==> config.mk <==
export PLATFORM = sky130hd
export DESIGN_NAME = ppm_div
export DESIGN_NICKNAME = d
export VERILOG_FILES = /design/src/design/ppm_pkg.sv /design/src/design/ppm_div.sv
export SDC_FILE = /design/constraint.sdc
export NUM_CORES = 2
export LEC_CHECK = 0
export BUFFER_PORTS_ARGS = -buffer_cell sky130_fd_sc_hd__clkbuf_2
export CORE_ASPECT_RATIO = 0.9
export CORE_MARGIN = 2
export CORE_UTILIZATION = 35
export CTS_CLUSTER_DIAMETER = 80
export CTS_CLUSTER_SIZE = 30
export DETAILED_ROUTE_END_ITERATION = 8
export PLACE_DENSITY = 0.57
export SYNTH_ARGS = -nofsm -noshare
export SYNTH_HDL_FRONTEND = slang
export SYNTH_SLANG_ARGS = --single-unit
==> constraint.sdc <==
create_clock -name clk_i -period 8.7 [get_ports clk_i]
set_input_delay 0.87 -clock clk_i [delete_from_list [all_inputs] [get_ports clk_i]]
set_output_delay 0.87 -clock clk_i [all_outputs]
set_load 0.01 [all_outputs]
==> src/design/ppm_pkg.sv <==
// Package for the perspective projection matrix block.
// Holds widths, fixed-point constants, the arctangent table, beat types and the
// saturation helpers. It depends on nothing else.
`default_nettype none
package ppm_pkg;

  localparam int unsigned CordicSteps = 16;
  localparam int unsigned QuotW       = 32;
  localparam int unsigned XW          = 34;

  localparam logic signed [XW-1:0] GainQ30   = 34'sd652032874;
  localparam logic        [30:0]   HalfPiQ30 = 31'd1686629713;
  localparam logic        [31:0]   PiQ30     = 32'd3373259426;

  localparam logic [31:0] AtanQ30 [32] = '{
    32'd843314857, 32'd497837829, 32'd263043837, 32'd133525159, 32'd67021687,
    32'd33543516, 32'd16775851, 32'd8388437, 32'd4194283, 32'd2097149,
    32'd1048576, 32'd524288, 32'd262144, 32'd131072, 32'd65536, 32'd32768,
    32'd16384, 32'd8192, 32'd4096, 32'd2048, 32'd1024, 32'd512, 32'd256,
    32'd128, 32'd64, 32'd32, 32'd16, 32'd8, 32'd4, 32'd2, 32'd1, 32'd0
  };

  typedef enum logic [2:0] {
    ST_OK,
    ST_SIN_ZERO,
    ST_ASP_ZERO,
    ST_DEPTH_ZERO,
    ST_SAT
  } status_e;

  typedef struct packed {
    logic        flip;
    logic        fov_zero;
    logic [23:0] aspect;
    logic [31:0] near_plane;
    logic [31:0] far_plane;
  } cord_side_t;

  typedef struct packed {
    status_e     status;
    logic        neg_c;
    logic        neg_d;
    logic [31:0] near_plane;
  } div_side_t;

  typedef struct packed {
    logic [31:0] scale_x;
    logic [31:0] scale_y;
    logic [31:0] depth_scale;
    logic [31:0] depth_offset;
    status_e     status;
  } result_t;

  function automatic logic [31:0] sat_value(input logic [47:0] m, input logic neg);
    logic [31:0] r;
    if (neg) begin
      r = (m > 48'h0000_8000_0000) ? 32'h8000_0000 : (~m[31:0] + 32'd1);
    end else begin
      r = (m > 48'h0000_7FFF_FFFF) ? 32'h7FFF_FFFF : m[31:0];
    end
    return r;
  endfunction

  function automatic logic sat_hit(input logic [47:0] m, input logic neg);
    return neg ? (m > 48'h0000_8000_0000) : (m > 48'h0000_7FFF_FFFF);
  endfunction

endpackage
`default_nettype wire

==> src/design/ppm_div.sv <==
// Pipelined restoring divider, one quotient bit per register stage.
// Gives the low quotient bits and a flag for a quotient beyond them; uses ppm_pkg.
`default_nettype none
module ppm_div #(
  parameter int unsigned DW = 48,
  parameter int unsigned VW = 33
) (
  input  wire logic                         clk_i,
  input  wire logic                         en_i,
  input  wire logic [DW-1:0]                dividend_i,
  input  wire logic [VW-1:0]                divisor_i,
  output logic      [ppm_pkg::QuotW-1:0]    quot_o,
  output logic                              big_o
);

  localparam int unsigned QW = ppm_pkg::QuotW;
  localparam int unsigned CW = (DW > VW + QW) ? DW : VW + QW;

  logic [DW-1:0] rem_q [QW];
  logic [VW-1:0] dv_q  [QW];
  logic [QW-1:0] q_q   [QW];
  logic          big_q [QW];

  for (genvar j = 0; j < QW; j++) begin : g_bit
    localparam int unsigned K = QW - 1 - j;
    logic [DW-1:0] remp, rem_d;
    logic [VW-1:0] dvp;
    logic [QW-1:0] qp, q_d;
    logic          bigp, fits;
    logic [CW-1:0] trial;

    if (j == 0) begin : g_first
      assign remp = dividend_i;
      assign dvp  = divisor_i;
      assign qp   = '0;
      assign bigp = CW'(dividend_i) >= (CW'(divisor_i) << QW);
    end else begin : g_next
      assign remp = rem_q[j-1];
      assign dvp  = dv_q[j-1];
      assign qp   = q_q[j-1];
      assign bigp = big_q[j-1];
    end

    always_comb begin
      trial  = CW'(dvp) << K;
      fits   = CW'(remp) >= trial;
      rem_d  = fits ? DW'(CW'(remp) - trial) : remp;
      q_d    = qp;
      q_d[K] = fits;
    end

    always_ff @(posedge clk_i) begin
      if (en_i) begin
        rem_q[j] <= rem_d;
        dv_q[j]  <= dvp;
        q_q[j]   <= q_d;
        big_q[j] <= bigp;
      end
    end
  end

  assign quot_o = q_q[QW-1];
  assign big_o  = big_q[QW-1];

endmodule
`default_nettype wire

-- Yosys cells after proc, flatten, opt, wreduce, memory -nomap -nowiden
Memories as Yosys holds them, arrays and structs flattened.
Cells that the tools add are included.
- bits in registers: 0
- latch bits: 0
- bits in writable memories: 3648
- memory bits (read-only): 0
- output and inout bits: 33
- word-level logic and storage cells: 103
- memories: 4
- $add $sub $neg: 32
- multiply operators: 0
- divide/modulo/power cells: 0
- magnitude comparators: 33
- eq/ne operators: 0
- shift operators: 0
- mux-type cells: 34
- bitwise gates (word level): 0
- reductions and logical operators: 0
- memory list (name ; words ; bits a word ; rd ports ; clocked after Yosys merged registers in ; write ports ; line ; RTL):
    rem_q ; 32 ; 48 ; 31 ; 0 ; 32 ; ppm_div.sv:19 ; logic [DW-1:0] rem_q [QW];
    dv_q ; 32 ; 33 ; 31 ; 0 ; 32 ; ppm_div.sv:20 ; logic [VW-1:0] dv_q [QW];
    q_q ; 32 ; 32 ; 32 ; 0 ; 32 ; ppm_div.sv:21 ; logic [QW-1:0] q_q [QW];
    big_q ; 32 ; 1 ; 32 ; 0 ; 32 ; ppm_div.sv:22 ; logic big_q [QW];
- operators with widths (operator ; count):
    2-to-1 mux 48 bit ; 32
    subtractor 48 bit ; 17
    greater-or-equal comparator 48 x 65 -> 1 bit ; 1
    greater-or-equal comparator 48 x 64 -> 1 bit ; 1
    greater-or-equal comparator 48 x 63 -> 1 bit ; 1
    greater-or-equal comparator 48 x 62 -> 1 bit ; 1
    greater-or-equal comparator 48 x 61 -> 1 bit ; 1
    greater-or-equal comparator 48 x 60 -> 1 bit ; 1
    greater-or-equal comparator 48 x 59 -> 1 bit ; 1
    greater-or-equal comparator 48 x 58 -> 1 bit ; 1
    greater-or-equal comparator 48 x 57 -> 1 bit ; 1
    greater-or-equal comparator 48 x 56 -> 1 bit ; 1
    greater-or-equal comparator 48 x 55 -> 1 bit ; 1
    greater-or-equal comparator 48 x 54 -> 1 bit ; 1
    greater-or-equal comparator 48 x 53 -> 1 bit ; 1
    greater-or-equal comparator 48 x 52 -> 1 bit ; 1
    greater-or-equal comparator 48 x 51 -> 1 bit ; 1
    greater-or-equal comparator 48 x 50 -> 1 bit ; 1
    greater-or-equal comparator 48 x 49 -> 1 bit ; 1
    greater-or-equal comparator 48 x 33 -> 1 bit ; 1
    greater-or-equal comparator 48 x 34 -> 1 bit ; 1
    greater-or-equal comparator 48 x 35 -> 1 bit ; 1
    greater-or-equal comparator 48 x 36 -> 1 bit ; 1
    greater-or-equal comparator 48 x 37 -> 1 bit ; 1
    other kinds (27) ; 28

-- Depth between registers and ports, before layout
An unclocked memory read counts as a cell.
- depth after elaboration: 3
- depth in mapped cells: 16
- gate-level depth less buffers: 15

-- Worst setup path before layout
No wires, ideal clock.
- kind: input port to flip-flop
- from: input port divisor_i[1]
- to: memory rem_q[0][41] (data pin)
- arrival: 3.289 ns
- required time: 8.440 ns
- path slack: 5.151 ns
- stages: 14
- cell sequence: inv_1 > ha_1 > nor2b_1 > o21ai_0 > a21boi_0 > o21ai_0 > a31oi_1 > nand4_1 > a31oi_1 > o21ai_0 > a21o_1 > buf_2 > buf_2 > mux2_2
- RTL lines (what ; line ; RTL):
    from (decl) ; ppm_div.sv:11 ; input wire logic [VW-1:0] divisor_i,
    to (decl) ; ppm_div.sv:19 ;

==> qor.csv <==
metric;value;unit
Avg Inst Size Synth;12.2;µm²
register area share after synthesis;0.598;
TritonCTS Sinks;3071;
Total GRT Usage;0.151;
Setup WS post-layout;4.28;ns
pre-CTS setup slack;4.25;ns
setup_tns;0;ns
Placer Congestion;0.910;
peak supply drop;0.147;mV
xor/xnor share of the synthesized area;0.0481;
Async SR Flop Fraction;0;
EDFF count, synth;3071;
Root Driver;clkbuf_16;
endpoint type of the worst setup path;register;
worst min path class;primary input to register;
status;completed;
post-synthesis compound-gate area fraction;0.126;
Clock Tree Buf Depth;4;
clk_skew;0.0775;ns
die width;704;µm
CTS tree;done;
DR DRC count;0;
largest net degree at the start of global routing;176;
crit share post-route;0.508;
unrepaired setup endpoints after global routing;no;
crit path DAT;5.09;ns
vias;95100;
final instance area;0.168;mm²
Most used DFF post-synth;edfxtp_1;
Fmax achieved;226;MHz
most frequent cells in the layout;edfxtp_1 (3071), inv_1 (1173), a21oi_1 (1024);
fin cells;18700;
clock-pin transition on the worst setup and hold timing paths;0.11;ns
share of cells above drive strength 1;0.0695;
H-Tree Depth;4;
Final Max Tran Viols;0;
cells after synthesis;12600;
Slew @ Worst Pin;1.23;ns
Worst path max stage delay;0.52;ns
DIE AREA;0.446;mm²
Worst EP required;9.38;ns
Slew Limit Headroom;0.181;
Crit Path Category;register to register;
Core Area;0.439;mm²
max cap viols;0;
Adder-Cell Fraction of Synth Area;0.0799;
antenna viol nets, final;0;
vias in the first global route;90300;
PD cells;265;mW/mm²
boundary pin count;116;
Die Ht;634;µm
Synth Area in Simple Gates;0.0914;
Final Hold Viols;0;
Setup violations, final;0;
total CTS buffers;170;
per-cell routed wire length;18.7;µm
YS warnings;0;
startpoint types;register;
Core Rows;231;
Starting Density;0.351;
mapped cell area;0.154;mm²
initial antenna violation count;6;
crit path max fanout;59;
min Tclk post-route;4.42;ns
first-pass GRT wire length;538000;µm
GR Overflow Total;0;
number of library cell types mapped by synthesis;116;
1st-iter DRT viols;8446;
filler cell count;42000;
crit path cell chain;inv_1 -> ha_1 -> inv_1 -> fa_1 -> a21o_1 -> a221oi_2 -> a2bb2oi_2 -> a21oi_1 -> o21ai_1 -> a21oi_1 -> or3b_1 -> a311oi_4 -> buf_4 -> mux2_2;
final net count;13800;
Syn Nets;13700;
dpl cells;18400;
placed cell area;0.162;mm²
CTS Hold Buffers Added;0;
commonest non-fill, non-tap cell in the layout;edfxtp_1;
mux cell area share after synthesis;0.0214;
P&R area growth vs syn;8.96;%
port bufs;115;
leakage power;64.9;nW
Post CTS Setup Buffer Count;0;
1st-pass router iterations;6;
detailed placer's ending HPWL;262000;µm
clk_lat worst skew;0.94;ns
slowest CP cell;buf_4;
cts repair resizes;0;
Via density;5.10;
Routed WL;348000;µm
number of synthesized register bits;3071;
largest family of logic cells by synthesized area;compound AO/OA/AOI/OAI gates;
[cells by family (layout without fill, tap and decap cells)]
logic type / after synthesis / after routing
xor gates and xnor gates: 848 / 848
other: 0 / 2
AOI/OAI and AO/OA: 3118 / 3118
DFF: 3071 / 3071
muxes: 296 / 296
and+or+nand+nor: 2881 / 2881
adders and majority gates: 967 / 967
buffers and inverters: 1420 / 1651
[report_power, final]
group | leakage [nW] | switching (mW) | internal, mW
registers | 30.0 | 1.53 | 19.1
logic | 32.1 | 8.24 | 5.99
clock network | 2.91 | 5.54 | 4.14
total | 64.9 | 15.3 | 29.3
[sequential cells by signal (all words and copies together), names as in the netlist]
name	count
big_q	32
dv_q	1023
q_q	528
rem_q	1488
[stage by stage]
step,hold slack [ns],util,power (mW)
2_1_floorplan,0.400,-,30.9
3_3_place_gp,0.400,0.369,35.0
3_5_place_dp,0.405,0.369,35.0
4_1_cts,0.0101,0.383,44.9
5_1_grt,0.0470,0.383,47.3
6_report,0.122,0.383,44.6
[worst max-delay path: cells and delay by family (launching register included)]
kind	cells	cell delay, ns
multiplexers	1	0.39
buffers and inverters	3	0.66
AND/OR/NAND/NOR	1	0.43
adder cells (fa/ha/maj)	2	0.56
flip-flops	1	0.37
AO/OA/AOI/OAI	7	1.71
[worst paths after layout]
check	to	cells after the start	start	slack, ns
worst max-delay path	rem_q[1][63]$_DFFE_PP_	14	rem_q[1][14]$_DFFE_PP_	4.28
worst min-delay path	rem_q[0][6]$_DFFE_PP_	1	dividend_i[6]	0.12
worst max register to register	rem_q[1][63]$_DFFE_PP_	14	rem_q[1][14]$_DFFE_PP_	4.28
worst min register to register	q_q[23][11]$_DFFE_PP_	0	q_q[22][11]$_DFFE_PP_	0.39
[layout make-up]
cell class / instances / area (µm²) / share of cell area
Antenna cell: 2 / 5.00 / 0.0000298
Multi-Input combinational cell: 8110 / 56900 / 0.338
Tap cell: 5825 / 7290 / 0.0433
Inverter: 1175 / 4410 / 0.0262
Timing Repair Buffer: 187 / 1330 / 0.00792
Clock buffer: 179 / 4350 / 0.0259
Sequential cell: 3071 / 92200 / 0.548
Clock inverter: 110 / 1710 / 0.0101
[routing by layer]
layer	part of all wire	vias up	global-route usage
met1	0.48	46100	0.220
met2	0.45	1856	0.243
met4	0.019	0	0.0304
met5	0	-	0
li1	-	46800	-
met3	0.049	328	0.0187
[synth_stat cells, types with 169 or more instances]
cell type | number | area [µm²]
a21o_1 | 501 | 3760
a21oi_1 | 1027 | 5140
clkbuf_1 | 169 | 634
edfxtp_1 | 3071 | 92200
ha_1 | 936 | 11700
inv_1 | 1173 | 4400
mux2_2 | 272 | 3060
nand2_1 | 866 | 3250
nand3_1 | 174 | 871
nor2_1 | 697 | 2620
nor4_1 | 170 | 1060
o21ai_0 | 719 | 3600
xnor2_1 | 507 | 4440
xor2_1 | 341 | 2990
Power figures use the tool's default switching activity.
